$ cat config.mk
export PLATFORM = sky130hd
export DESIGN_NAME = reorder_buffer_group_retire_flat
export DESIGN_NICKNAME = d
export VERILOG_FILES = /design/src/sv/rbgr_pkg.sv /design/src/sv/rbgr_chan_if.sv /design/src/sv/reorder_buffer_group_retire.sv /design/src/flat_wrapper.sv
export SDC_FILE = /design/constraint.sdc
export NUM_CORES = 1
export LEC_CHECK = 0
export BUFFER_PORTS_ARGS = -buffer_cell sky130_fd_sc_hd__clkbuf_2
export CORE_AREA = 2 2 39 41
export CTS_BUF_LIST = sky130_fd_sc_hd__clkbuf_8
export CTS_CLUSTER_DIAMETER = 100
export DETAILED_ROUTE_END_ITERATION = 6
export DIE_AREA = 0 0 41 43
export MAX_ROUTING_LAYER = met4
export PLACE_DENSITY = 0.45
export SYNTH_ARGS = -nofsm -noshare
export SYNTH_HDL_FRONTEND = slang
export SYNTH_SLANG_ARGS = --single-unit
$ cat constraint.sdc
create_clock -name i_clk -period 1.6 [get_ports i_clk]
set_input_delay 0.16 -clock i_clk [delete_from_list [all_inputs] [get_ports i_clk]]
set_output_delay 0.16 -clock i_clk [all_outputs]
set_load 0.01 [all_outputs]
$ cat src/sv/rbgr_pkg.sv
`default_nettype none

package rbgr_pkg;

    // default number of micro-ops the ring can hold
    localparam int ROB_ENTRIES_DEF = 31;

    localparam int WIDTH_W = 4;
    localparam logic [WIDTH_W-1:0] RETIRE_WIDTH_RESET = 4'd4;

    typedef logic [WIDTH_W-1:0] t_width;

    typedef enum logic [1:0] {
        OP_ALLOC    = 2'd0,
        OP_COMPLETE = 2'd1,
        OP_RETIRE   = 2'd2
    } t_op;

    typedef struct packed {
        logic [1:0] operation;
        logic       last_in_inst;
        logic       station_free;
        logic [4:0] slot_index;
    } t_req;

    typedef struct packed {
        logic       accepted;
        logic [4:0] granted_slot;
        logic [3:0] retired_count;
        logic [4:0] occupancy;
    } t_rsp;

    typedef enum logic [2:0] {
        ST_IDLE,
        ST_EXEC,
        ST_READ,
        ST_CHECK,
        ST_FIN
    } t_state;

endpackage

`default_nettype wire

$ cat src/sv/rbgr_chan_if.sv
`default_nettype none

interface rbgr_chan_if #(
    parameter type t_payload = logic
) ();
    logic     valid;
    logic     ready;
    t_payload data;

    modport source (output valid, output data, input ready);
    modport sink   (input valid, input data, output ready);
endinterface

`default_nettype wire

$ cat src/sv/reorder_buffer_group_retire.sv
// reorder buffer with whole-instruction retirement
//
// channels: i_req carries one command transaction (allocate, complete or retire
// cycle), o_rsp returns exactly one result transaction per command, i_cfg
// writes the retire width (always ready, write only while the block is idle).
// valid/ready handshake on every channel; a transaction moves when both are high.
//
// the block takes one command at a time: i_req.ready is high only while idle.
// allocate, complete and unused codes pass through the exec and fin states;
// fin raises o_rsp.valid and goes back to idle to accept the next command.
// a retire cycle scans the ring from the head, each scan step passing the read
// and check states of the end-mark memory read port: one step per slot passed
// plus the step that stops, at most retire_width + 1 steps.
//
// results sit in an output register; when the receiver stalls the block can
// still take the next command, and only holds its finished result back until
// the output register frees up.
//
// reset (synchronous, active low) empties the ring, clears all done bits and
// sets the retire width to 4; no clearing pass, the block is ready at once.
`default_nettype none

module reorder_buffer_group_retire #(
    parameter int ROB_ENTRIES = rbgr_pkg::ROB_ENTRIES_DEF
) (
    input  wire logic         i_clk,
    input  wire logic         i_rst_n,
    rbgr_chan_if.sink         i_req,
    rbgr_chan_if.source       o_rsp,
    rbgr_chan_if.sink         i_cfg
);

    localparam int RING_SLOTS = ROB_ENTRIES + 1;
    localparam int PTR_W      = $clog2(RING_SLOTS);
    localparam int CNT_W      = $clog2(ROB_ENTRIES + 1);
    localparam int CW         = (CNT_W > rbgr_pkg::WIDTH_W) ? CNT_W : rbgr_pkg::WIDTH_W;
    localparam int SW         = ((PTR_W > 5) ? PTR_W : 5) + 1;

    typedef logic [PTR_W-1:0] t_ptr;
    typedef logic [CNT_W-1:0] t_cnt;

    function automatic t_ptr ring_next(input t_ptr p);
        ring_next = (p == PTR_W'(RING_SLOTS - 1)) ? '0 : p + t_ptr'(1);
    endfunction

    // control state
    rbgr_pkg::t_state        r_state, n_state;
    t_ptr                    r_head, n_head;
    t_ptr                    r_tail, n_tail;
    t_cnt                    r_count, n_count;
    logic [RING_SLOTS-1:0]   r_done, n_done;
    rbgr_pkg::t_width        r_width, n_width;
    logic                    r_out_valid, n_out_valid;

    // payload and scan datapath
    rbgr_pkg::t_req          r_item, n_item;
    rbgr_pkg::t_rsp          r_res, n_res;
    rbgr_pkg::t_rsp          r_out, n_out;
    t_ptr                    r_scan, n_scan;
    logic [3:0]              r_pend, n_pend;
    logic [3:0]              r_left, n_left;
    logic [3:0]              r_retired, n_retired;

    // end-of-instruction marks: one write port, one registered read port
    logic                    r_end_mem [RING_SLOTS];
    logic                    r_end_q;
    logic                    mem_we;

    // helpers
    logic                    out_free;
    logic                    ring_full;
    logic [SW-1:0]           slot_ext, head_ext, slot_off;
    logic                    slot_held;
    logic [3:0]              grp;
    logic                    scan_stop;

    assign i_req.ready = (r_state == rbgr_pkg::ST_IDLE);
    assign i_cfg.ready = 1'b1;
    assign o_rsp.valid = r_out_valid;
    assign o_rsp.data  = r_out;

    assign out_free  = !r_out_valid || o_rsp.ready;
    assign ring_full = (r_head == ring_next(r_tail));

    // distance of the completed slot from the head, modulo the ring size
    assign slot_ext  = SW'(r_item.slot_index);
    assign head_ext  = SW'(r_head);
    assign slot_off  = (slot_ext >= head_ext) ? (slot_ext - head_ext)
                                              : (slot_ext + SW'(RING_SLOTS) - head_ext);
    assign slot_held = (slot_ext < SW'(RING_SLOTS)) && (slot_off < SW'(r_count));

    // scan: the group grows by the slot under the scan pointer
    assign grp       = r_pend + 4'd1;
    assign scan_stop = (r_pend == r_left)
                    || (CW'(r_pend) == CW'(r_count))
                    || !r_done[r_scan];

    always_comb begin
        n_state     = r_state;
        n_head      = r_head;
        n_tail      = r_tail;
        n_count     = r_count;
        n_done      = r_done;
        n_width     = r_width;
        n_out_valid = r_out_valid;
        n_item      = r_item;
        n_res       = r_res;
        n_out       = r_out;
        n_scan      = r_scan;
        n_pend      = r_pend;
        n_left      = r_left;
        n_retired   = r_retired;
        mem_we      = 1'b0;

        if (i_cfg.valid) begin
            n_width = i_cfg.data;
        end

        // output register drains independently of the sequencer
        if (r_out_valid && o_rsp.ready) begin
            n_out_valid = 1'b0;
        end

        unique case (r_state)
            rbgr_pkg::ST_IDLE: begin
                if (i_req.valid) begin
                    n_item  = i_req.data;
                    n_state = rbgr_pkg::ST_EXEC;
                end
            end
            rbgr_pkg::ST_EXEC: begin
                n_res   = '0;
                n_state = rbgr_pkg::ST_FIN;
                case (r_item.operation)
                    rbgr_pkg::OP_ALLOC: begin
                        if (r_item.station_free && !ring_full) begin
                            mem_we               = 1'b1;
                            n_done[r_tail]       = 1'b0;
                            n_tail               = ring_next(r_tail);
                            n_count              = r_count + t_cnt'(1);
                            n_res.accepted       = 1'b1;
                            n_res.granted_slot   = 5'(r_tail);
                        end
                        n_res.occupancy = 5'(n_count);
                    end
                    rbgr_pkg::OP_COMPLETE: begin
                        if (slot_held) begin
                            n_done[t_ptr'(r_item.slot_index)] = 1'b1;
                        end
                        n_res.accepted  = 1'b1;
                        n_res.occupancy = 5'(r_count);
                    end
                    rbgr_pkg::OP_RETIRE: begin
                        n_left    = r_width;
                        n_retired = '0;
                        n_pend    = '0;
                        n_scan    = r_head;
                        n_state   = rbgr_pkg::ST_READ;
                    end
                    default: begin
                        n_res.occupancy = 5'(r_count);
                    end
                endcase
            end
            rbgr_pkg::ST_READ: begin
                // end mark at the scan pointer is fetched this cycle
                n_state = rbgr_pkg::ST_CHECK;
            end
            rbgr_pkg::ST_CHECK: begin
                if (scan_stop) begin
                    // budget spent, ring exhausted or an unfinished micro-op
                    n_res.accepted      = 1'b1;
                    n_res.granted_slot  = '0;
                    n_res.retired_count = r_retired;
                    n_res.occupancy     = 5'(r_count);
                    n_state             = rbgr_pkg::ST_FIN;
                end else if (r_end_q) begin
                    // whole instruction ready and within budget: retire it
                    n_head    = ring_next(r_scan);
                    n_scan    = ring_next(r_scan);
                    n_count   = r_count - t_cnt'(grp);
                    n_left    = r_left - grp;
                    n_retired = r_retired + grp;
                    n_pend    = '0;
                    n_state   = rbgr_pkg::ST_READ;
                end else begin
                    n_pend  = grp;
                    n_scan  = ring_next(r_scan);
                    n_state = rbgr_pkg::ST_READ;
                end
            end
            rbgr_pkg::ST_FIN: begin
                if (out_free) begin
                    n_out       = r_res;
                    n_out_valid = 1'b1;
                    n_state     = rbgr_pkg::ST_IDLE;
                end
            end
            default: begin
                n_state = rbgr_pkg::ST_IDLE;
            end
        endcase
    end

    always_ff @(posedge i_clk) begin
        if (!i_rst_n) begin
            r_state     <= rbgr_pkg::ST_IDLE;
            r_head      <= '0;
            r_tail      <= '0;
            r_count     <= '0;
            r_done      <= '0;
            r_width     <= rbgr_pkg::RETIRE_WIDTH_RESET;
            r_out_valid <= 1'b0;
        end else begin
            r_state     <= n_state;
            r_head      <= n_head;
            r_tail      <= n_tail;
            r_count     <= n_count;
            r_done      <= n_done;
            r_width     <= n_width;
            r_out_valid <= n_out_valid;
        end
    end

    always_ff @(posedge i_clk) begin
        r_item    <= n_item;
        r_res     <= n_res;
        r_out     <= n_out;
        r_scan    <= n_scan;
        r_pend    <= n_pend;
        r_left    <= n_left;
        r_retired <= n_retired;
    end

    always_ff @(posedge i_clk) begin
        if (mem_we) begin
            r_end_mem[r_tail] <= r_item.last_in_inst;
        end
        r_end_q <= r_end_mem[r_scan];
    end

endmodule

`default_nettype wire
$ cat src/flat_wrapper.sv
// flat-port wrapper written by rule: the top's interface ports become plain ports
module reorder_buffer_group_retire_flat 
#(
    parameter int ROB_ENTRIES = rbgr_pkg::ROB_ENTRIES_DEF
)
  (i_clk, i_rst_n, i_req_valid, i_req_data, i_req_ready, o_rsp_valid, o_rsp_data, o_rsp_ready, i_cfg_valid, i_cfg_data, i_cfg_ready);
  rbgr_chan_if i_req_i ();
  rbgr_chan_if o_rsp_i ();
  rbgr_chan_if i_cfg_i ();
  input  wire logic i_clk;
  input  wire logic i_rst_n;
  input wire logic [$bits(i_req_i.valid)-1:0] i_req_valid;
  input wire logic [$bits(i_req_i.data)-1:0] i_req_data;
  output wire logic [$bits(i_req_i.ready)-1:0] i_req_ready;
  output wire logic [$bits(o_rsp_i.valid)-1:0] o_rsp_valid;
  output wire logic [$bits(o_rsp_i.data)-1:0] o_rsp_data;
  input wire logic [$bits(o_rsp_i.ready)-1:0] o_rsp_ready;
  input wire logic [$bits(i_cfg_i.valid)-1:0] i_cfg_valid;
  input wire logic [$bits(i_cfg_i.data)-1:0] i_cfg_data;
  output wire logic [$bits(i_cfg_i.ready)-1:0] i_cfg_ready;
  assign i_req_i.valid = i_req_valid;
  assign i_req_i.data = i_req_data;
  assign i_req_ready = i_req_i.ready;
  assign o_rsp_valid = o_rsp_i.valid;
  assign o_rsp_data = o_rsp_i.data;
  assign o_rsp_i.ready = o_rsp_ready;
  assign i_cfg_i.valid = i_cfg_valid;
  assign i_cfg_i.data = i_cfg_data;
  assign i_cfg_ready = i_cfg_i.ready;
  reorder_buffer_group_retire #(.ROB_ENTRIES(ROB_ENTRIES)) u_core (.i_clk(i_clk), .i_rst_n(i_rst_n), .i_req(i_req_i), .o_rsp(o_rsp_i), .i_cfg(i_cfg_i));
endmodule
# ---- Yosys cells after proc, flatten, opt, wreduce, memory -nomap -nowiden
# Memory sizes are Yosys's and may differ from the RTL's. A register that Yosys moved wholly into a read port is not among the register bits.
# Index checks and enable logic that the tools add are counted.
dict set report classes {
  add_sub_neg 4
  n_lt_le_gt_ge 1
  n_mux 23
  eq_ne 12
  reduce_logical 13
  n_bitwise 1
}
# operator n
set ops {}
lappend ops {{$mux W5} 7}
lappend ops {{$mux W4} 6}
lappend ops {{$pmux W3 S5} 1}
lappend ops {{$mux W3} 3}
lappend ops {{$eq A3 B2 Y1 const B} 2}
lappend ops {{$lt A5 B6 Y1 const B} 1}
lappend ops {{$ne A2 B1 Y1 const B} 3}
lappend ops {{$reduce_and A2 Y1} 3}
lappend ops {{$add A5 B1 Y5 const B} 1}
lappend ops {{$eq A4 B5 Y1} 1}
lappend ops {{$eq A5 B5 Y1 const B} 1}
lappend ops {{$mux W1} 5}
lappend ops {{$sub A5 B4 Y5} 1}
lappend ops {{$add A4 B1 Y4 const B} 1}
lappend ops {{$eq A4 B4 Y1} 1}
lappend ops {{$ne A2 B2 Y1 const B} 2}
lappend ops {{$reduce_and A4 Y1} 1}
lappend ops {{$sub A4 B4 Y4} 1}
lappend ops {{$eq A3 B1 Y1 const B} 1}
lappend ops {{$eq A3 B3 Y1 const B} 1}
lappend ops {{$logic_not A3 Y1} 1}
lappend ops {{$logic_or A1 B1 Y1} 3}
lappend ops {{$reduce_and A3 Y1} 1}
lappend ops {{$logic_not A1 Y1} 2}
lappend ops {{4 further kinds} 4}
dict set report totals {
  rom_bits 32
  ff_bits 25
  elab_cells 64
  in_bits 7
  n_memories 1
}
# memory depth width rd rd_clocked_by_memory_dff wr line_no
set memory_table {}
lappend memory_table {{(name not given)} 32 1 1 1 0 reorder_buffer_group_retire.sv:96} ;# || !r_done[r_scan];

# ---- Logic depth before layout (Yosys ltp)
# Gate-level depths: netlist of the first run.
dict set report logic_depth {
  ltp_word 7
  mapped_depth 2
  ltp_nobuf 2
}

# ---- Least setup slack after synthesis of the first run
# Ideal clock, no wire load.
dict set report synth_path {
  path_type {register to register}
  start {register u_core.r_state[2]}
  end {register u_core.r_out (netlist bit u_core.o_rsp.data) (enable)}
  setup_ns 0.300
  arrival_time_ns 0.845
  path_stages_with_launch 3
  slack_ns 0.455
  required_ns 1.300
  path_cell_list {dfxtp_1 or3b_4 nor2b_1}
}
dict set report synth_between {
  elab_chain_cells 2
}
# item line_no
set synth_rtl {}
lappend synth_rtl {{from (decl)} reorder_buffer_group_retire.sv:47} ;# rbgr_pkg::t_state r_state, n_state;
lappend synth_rtl {{from (signal assigned)} reorder_buffer_group_retire.sv:207} ;# r_state <= rbgr_pkg::ST_IDLE;
lappend synth_rtl {{from (signal assigned)} reorder_buffer_group_retire.sv:215} ;# r_state <= n_state;
lappend synth_rtl {{$eq A3 B3 Y1} reorder_buffer_group_retire.sv:124} ;# unique case (r_state)
lappend synth_rtl {{$reduce_and A2 Y1 (no line)} -}
lappend synth_rtl {{to (signal assigned)} reorder_buffer_group_retire.sv:228} ;# r_out <= n_out;
lappend synth_rtl {{to (decl)} reorder_buffer_group_retire.sv:58} ;# rbgr_pkg::t_rsp r_out, n_out;
# Every way passes these cells.
# A chain may end at the register's enable or synchronous reset.

# ---- Worst setup path after layout of the first run
# Same ends and word-level chain as after synthesis.

==> results of run 1 <==
[routing by layer]
metal	vias to the layer above	global-route usage
li1	88	-
met1	74	0.05212
met2	6	0.05000
met3	0	0.09424
met4	0	0.02000
met5	-	-
[cell type report]
| cell class | count | area (um^2) | share of cell area |
|---|---|---|---|
| timing repair buffer | 6 | 30.03 | 0.08421 |
| tap | 16 | 20.02 | 0.05614 |
| multi-input combinational | 13 | 101.3 | 0.2842 |
| clock inverter | 1 | 3.754 | 0.01053 |
| clock buffer | 3 | 41.29 | 0.1158 |
| sequential | 7 | 160.2 | 0.4491 |
[report_power, final]
part	internal (mW)	total, mW	switching [mW]
registers	0.188	0.191	0.00303
logic	0.0133	0.0254	0.0121
clock network	0.165	0.235	0.0698
total	0.366	0.451	0.0850
[flip-flops by register name, summed over array words and instances, names as in the netlist]
register and cells:
u_core.r_count 1, u_core.r_state 3, u_core.o_rsp.data 1, u_core.o_rsp.valid 1, u_core.r_res 1
[worst paths after layout]
path                                                     start                              to  slack (ns)  cells past startpoint
worst max-delay path            u_core.r_state[2]$_SDFFE_PN0P_     u_core.o_rsp.data$_DFFE_PP_        0.39                      2
worst min-delay path                               i_req_valid  u_core.r_state[0]$_SDFFE_PN0P_        0.17                      2
worst max register to register  u_core.r_state[2]$_SDFFE_PN0P_     u_core.o_rsp.data$_DFFE_PP_        0.39                      2
worst min register to register       u_core.r_res[0]$_DFFE_PP_     u_core.o_rsp.data$_DFFE_PP_        0.41                      0
[kinds of logic (layout without fill, tap and decap cells)]
group	count (synthesis)	count (layout)	share of synthesized area
and+or+nand+nor	9	9	0.2279
buffers and inverters	1	10	0.02792
other	1	1	0.01394
AOI/OAI and AO/OA	3	3	0.1349
DFF	7	7	0.5954
[worst max-delay path, delay by kind of cell (launching register included)]
family           cells  cell delay [ns]
AND/OR/NAND/NOR      2             0.56
flip-flops           1             0.36
[per-stage QoR]
stage	util	power [mW]	cells	area, um^2
global route	0.2577	0.4780	46	356.6
finish	0.2577	0.4510	46	356.6
CTS	0.2577	0.4640	46	356.6
global placement	0.2251	0.2183	42	311.5
detailed placement	0.2251	0.2190	42	311.5
floorplan	-	0.2102	21	269.0
==> flow_summary.toml, run 1 <==
[status]
outcome = "completed"

[synthesis]
yosysTopAreaCellShare = 0.3721
ys_warn_count = 0
synth_edf_count = 2
synth_ff_type = "dfxtp_1"
ys_ff_latch = 7
synth.distinct_cells = 16
synthArstFlopShare = 0
ys_seq_area_frac = 0.5953
synth_cells = 21
syn-num-nets = 28
synth_common_cells = "dfxtp_1, edfxtp_1"
synth_top_cell_by_area = "dfxtp_1"
synth.most_common_cell = "dfxtp_1"
syn_avg_cell_area_um2 = 12.81
netlist_top_cells_area = "dfxtp_1, edfxtp_1, o2bb2ai_2, a21boi_2, or3b_4"
syn_area_um2 = 269.0

[finish]
drive_gt1_frac = 0.4333
final_nets = 38
diodes = 0
final_common_cell = "clkbuf_2"
area_growth_pct = 32.56
layout_common_cells = "clkbuf_2, dfxtp_1, clkbuf_8, edfxtp_1"
fillers = 156

[clocking]
cts_setup_buffers = 0
cts_inserted_buffers = 3
cts_tree = "built"
clockRootBuffer = "clkbuf_8"
clkSinkCount = 7
cts_buffer_depth = 2
insertion_delay_ns = 0.22
clkTransAtPathRegs_ns = 0.04
htree_levels = 1
holdBufCountCts = 0
post_cts_resized = 0

[timing]
setup_viol = 0
min_period_ns = 1.208
hold_violations = 0
setup_slack_ns = 0.3922
fin_skew_ns = 0.003105
fin_tns_setup_ns = 0
slew_viol_final = 0
rsz0062_at_grt = "false"
final.period_utilization = 0.7549
worst_hold_slack_ns = 0.1698
max_freq_mhz = 827.9

[die]
fp.dieW_um = 41
ios = 11
start_util = 0.1944
rows = 14
fp.coreArea_um2 = 1384
die_area_um2 = 1763
die_h_um = 43

[detailed_routing]
wl_met3_um = 37
firstDrtPassIters = 4
wirelength_um = 394
wl_met1_um = 209
routed_via_density = 3.652
route.detailed.drc = 0
initialDrtViolationCount = 2
wl_per_cell_um = 8.565
wl_met2_um = 147
top_layer_used = "met3"
num_vias = 168
drt.antenna.violating_nets = 0

[power]
powerDensity_nw_per_um2 = 1265
ir_drop_v = 0.0006839
p_leak_nw = 0.1578

[place]
pre_cts_ws_ns = 0.3890
gp_congestion = 0.6694
portBuffers = 6

[global_route]
grt_max_degree = 7
grt_remaining_overflow = 0
first_global_vias = 121
antenna_found_initial = 0
grt_pass1_wl_um = 496
grt_usage = 0.05475

[critical_path]
critical_path_class = "reg2reg"
worst_setup_path_end_kind = "register"
cp.arrival_ns = 1.14
cp_cell_sequence = "or3b_4 -> nor2b_1"
critPathLaunchType = "register"
crit_slowest_cell = "or3b_4"
cp_data_required_time_ns = 1.53
cp_slowest_stage_delay_ns = 0.42
cp_max_fo = 4

[hold_path]
hold_path.class = "in2reg"

[run]
drv_cap = 0
Power figures use the tool's default switching activity.
==> inputs of run 2 (changes only) <==
clock period = 1.2 ns   (was 1.6 ns; I/O delays follow)
==> run 2 against run 1 <==
- maximum frequency increased by 5.2%
- via count is 7.7% higher
- clock skew is 0.00099 ns lower
- count of clock-buffer cells in the layout unchanged
- critical path type unchanged
- largest power group unchanged
==> flow_summary.toml, run 2 (same netlist as run 1, synthesis figures left out) <==
[status]
outcome = "completed"

[timing]
fin_skew_ns = 0.002118
final.period_utilization = 0.9564
setup_viol = 0
fin_tns_setup_ns = 0
min_period_ns = 1.148
slew_viol_final = 0
rsz0062_at_grt = "false"
max_freq_mhz = 871.4
worst_hold_slack_ns = 0.1303
setup_slack_ns = 0.05236
hold_violations = 0

[critical_path]
worst_setup_path_end_kind = "register"
cp_num_buf_inv = 0
cp_cell_sequence = "or3b_4 -> nor2b_1"
cp_slowest_stage_delay_ns = 0.40
cp_max_fo = 4
critical_path_class = "reg2reg"
path_delay_family = "simple AND/OR/NAND/NOR gates"
cp_data_required_time_ns = 1.13
cp.arrival_ns = 1.08
crit_slowest_cell = "or3b_4"
critPathLaunchType = "register"

[detailed_routing]
num_vias = 181
wl_per_cell_um = 8.458
wirelength_um = 406
initialDrtViolationCount = 5
drt.antenna.violating_nets = 0
route.detailed.drc = 0
routed_via_density = 3.771
firstDrtPassIters = 4

[finish]
final_nets = 40
largest_reg_flops = 3
area_growth_pct = 38.14
layout_common_cells = "clkbuf_2, dfxtp_1, clkbuf_8, buf_4, edfxtp_1"
top_register = "u_core.r_state"
drive_gt1_frac = 0.4688
diodes = 0
fin_area_um2 = 371.6
final_common_cell = "clkbuf_2"
fin_cells = 48

[place]
portBuffers = 6
dp_hpwl_um = 304.8
dp.cells = 44
gp_congestion = 0.7046
pre_cts_ws_ns = 0.04288
placed_cell_area_um2 = 326.6

[clocking]
cts_inserted_buffers = 3
post_cts_resized = 0
holdBufCountCts = 0
cts_buffer_depth = 2
clkTransAtPathRegs_ns = 0.04
clockRootBuffer = "clkbuf_8"
clkSinkCount = 7
htree_levels = 1
cts_setup_buffers = 0
insertion_delay_ns = 0.22
cts_tree = "built"

[global_route]
antenna_found_initial = 0
first_global_vias = 116
grt_max_degree = 7
grt_pass1_wl_um = 545
grt_usage = 0.05888
grt_remaining_overflow = 0

[run]
drv_cap = 0

[die]
die_area_um2 = 1763
fp.dieW_um = 41
rows = 14
die_h_um = 43
ios = 11
fp.coreArea_um2 = 1384
start_util = 0.1944

[hold_path]
hold_path.class = "in2reg"

[power]
p_leak_nw = 0.1674
ir_drop_v = 0.0009513
powerDensity_nw_per_um2 = 1635
## run 2: changes by cell type in the layout (fill, tap and decap cells not counted), sizes merged
cell,delta
buf,+2
## run 2: where the power goes
group / total (mW) / switching [mW] / internal (mW)
combinational: 0.0382 / 0.0174 / 0.0208
sequential: 0.253 / 0.00342 / 0.250
clock: 0.316 / 0.0955 / 0.221
## run 2: cell type report
type,count,area (um^2)
fill,149,1012
timing repair buffer,8,45.04
tap,16,20.02
clock buffer,3,41.29
sequential,7,160.2
multi-input combinational,13,101.3
clock inverter,1,3.754
## run 2: metrics by stage
stage	utilization	total power, mW
final	0.2685	0.6077
after global routing	0.2685	0.6476
after detailed placement	0.2360	0.2959
after CTS	0.2685	0.6212
after floorplan	-	0.2802
after global placement	0.2360	0.2949
## run 2: worst paths after layout
kind / start / to / slack (ns) / depth (start not counted)
worst max-delay path: u_core.r_state[0]$_SDFFE_PN0P_ / u_core.o_rsp.data$_DFFE_PP_ / 0.05 / 2
worst min-delay path: i_req_valid / u_core.r_state[0]$_SDFFE_PN0P_ / 0.13 / 2
worst max register to register: u_core.r_state[0]$_SDFFE_PN0P_ / u_core.o_rsp.data$_DFFE_PP_ / 0.05 / 2
worst min register to register: u_core.r_res[0]$_DFFE_PP_ / u_core.o_rsp.data$_DFFE_PP_ / 0.41 / 0
## run 2: routing by layer
metal / track usage / routed length (um) / up-vias
met4: 0.02000 / 0 / 0
met1: 0.07492 / 211 / 78
met2: 0.04063 / 151 / 8
met5: - / 0 / -
met3: 0.09424 / 44 / 0
li1: - / - / 95
==> inputs of run 3 (changes only) <==
BUFFER_PORTS_ARGS = unset   (was -buffer_cell sky130_fd_sc_hd__clkbuf_2)
DONT_BUFFER_PORTS = 1   (was unset)
PLACE_DENSITY = 0.38   (was 0.45)
==> run 3 against run 2 <==
- maximum frequency decreased by 1.6%
- flip-flop and latch count unchanged
- register-to-register slack worse by 0.02 ns
- clock power hardly changed
- worst setup slack got worse by 0.019 ns
- count of clock-buffer cells in the layout stayed put
- cell area decreased by 3.4%
- non-clock buffer count decreased by 4
- power decreased by 0.60%
- first-iteration DRC count is 80% lower
- clock skew grew 0.0012 ns
==> flow_summary.toml, run 3 (same netlist as run 1, synthesis figures left out) <==
[detailed_routing]
drt.antenna.violating_nets = 0
routed_via_density = 3.932
firstDrtPassIters = 2
num_vias = 173
wirelength_um = 426
wl_per_cell_um = 9.682
route.detailed.drc = 0
initialDrtViolationCount = 1

[place]
dp_hpwl_um = 300.7
portBuffers = 0
pre_cts_ws_ns = 0.04918
placed_cell_area_um2 = 304.0
gp_congestion = 0.6774

[global_route]
grt_usage = 0.06907
use_met3 = 0.08377
gr-usage-met1 = 0.06796
first_global_vias = 174
grt_max_degree = 7
grt_pass1_wl_um = 655
grt_remaining_overflow = 0
antenna_found_initial = 0
globalRoute.busiestLayer = "met3"
gr-usage-met2 = 0.06563

[critical_path]
cp_slowest_stage_delay_ns = 0.41
cp_cell_sequence = "or3b_4 -> nor2b_1"
critPathLaunchType = "register"
worst_setup_path_end_kind = "register"
path_delay_family = "simple AND/OR/NAND/NOR gates"
cp_data_required_time_ns = 1.13
critical_path_class = "reg2reg"
cp_max_fo = 3
cp.arrival_ns = 1.10
crit_slowest_cell = "or3b_4"
cp_num_buf_inv = 0

[clocking]
post_cts_resized = 0
cts_buffer_depth = 2
cts_setup_buffers = 0
holdBufCountCts = 1
htree_levels = 1
cts_inserted_buffers = 3
cts_tree = "built"
clockRootBuffer = "clkbuf_8"
clkTransAtPathRegs_ns = 0.04
clkSinkCount = 7
insertion_delay_ns = 0.23

[die]
ios = 11
start_util = 0.1944
fp.dieW_um = 41
rows = 14
die_h_um = 43
die_area_um2 = 1763
fp.coreArea_um2 = 1384

[finish]
area_growth_pct = 33.49
diodes = 0
fin_util = 0.2595
drive_gt1_frac = 0.3571
top_register = "u_core.r_state"
fillers = 148
fin_area_um2 = 359.1
final_common_cell = "dfxtp_1"
layout_common_cells = "dfxtp_1, clkbuf_8, buf_4, edfxtp_1"
final_nets = 36
largest_reg_flops = 3

[timing]
fin_skew_ns = 0.003326
setup_viol = 0
min_period_ns = 1.166
rsz0062_at_grt = "false"
max_freq_mhz = 857.4
slew_viol_final = 0
hold_violations = 0
setup_slack_ns = 0.03364
final.period_utilization = 0.9720
fin_tns_setup_ns = 0

[hold_path]
hold_path.class = "in2reg"

[power]
powerDensity_nw_per_um2 = 1682
power_mw = 0.6041
ir_drop_v = 0.0008776
p_leak_nw = 0.1528

[run]
drv_cap = 0

[status]
outcome = "completed"
==> run 3: changes by cell type in the layout (fill, tap and decap cells not counted), sizes merged <==
cell	previous run	this run
dlygate4sd3	0	1
buf	2	3
clkbuf	9	3
==> run 3: routing by layer <==
| metal | part of all wire | wire, um |
|---|---|---|
| met1 | 0.41 | 175 |
| met2 | 0.43 | 183 |
| met3 | 0.15 | 63 |
| met4 | 0.0094 | 4 |
| met5 | 0 | 0 |
==> run 3: layout make-up <==
class | count | area, um^2 | share of cell area
Clock buffer | 3 | 41.29 | 0.1150
Timing Repair Buffer | 4 | 32.53 | 0.09059
Multi-Input combinational cell | 13 | 101.3 | 0.2822
Clock inverter | 1 | 3.754 | 0.01045
Tap cell | 16 | 20.02 | 0.05575
Sequential cell | 7 | 160.2 | 0.4460
==> run 3: path summary, 6_finish.rpt <==
check	end	depth (start not counted)	slack (ns)	startpoint
worst max-delay path	u_core.o_rsp.data$_DFFE_PP_	2	0.03	u_core.r_state[2]$_SDFFE_PN0P_
worst min register to register	u_core.o_rsp.data$_DFFE_PP_	0	0.41	u_core.r_res[0]$_DFFE_PP_
worst max register to register	u_core.o_rsp.data$_DFFE_PP_	2	0.03	u_core.r_state[2]$_SDFFE_PN0P_
worst min-delay path	u_core.r_count[0]$_SDFFE_PN0P_	1	0.02	i_rst_n
==> run 3: through the flow <==
| step | hold WS (ns) | std cells |
|---|---|---|
| floorplan | 0.2277 | 21 |
| global placement | 0.2335 | 39 |
| detailed placement | 0.2335 | 39 |
| CTS | 0.01758 | 44 |
| global route | 0.01226 | 44 |
| finish | 0.02333 | 44 |
==> run 3: worst reg2reg max path, cell delays in order (launching register included) <==
cell and delay [ns]:
dfxtp_1 0.33, or3b_4 0.41, nor2b_1 0.14
==> run 3: report_power, final <==
part           switching [mW]  total (mW)  internal, mW
clock network          0.0982       0.319         0.221
registers             0.00382       0.254         0.250
logic                  0.0136      0.0312        0.0177
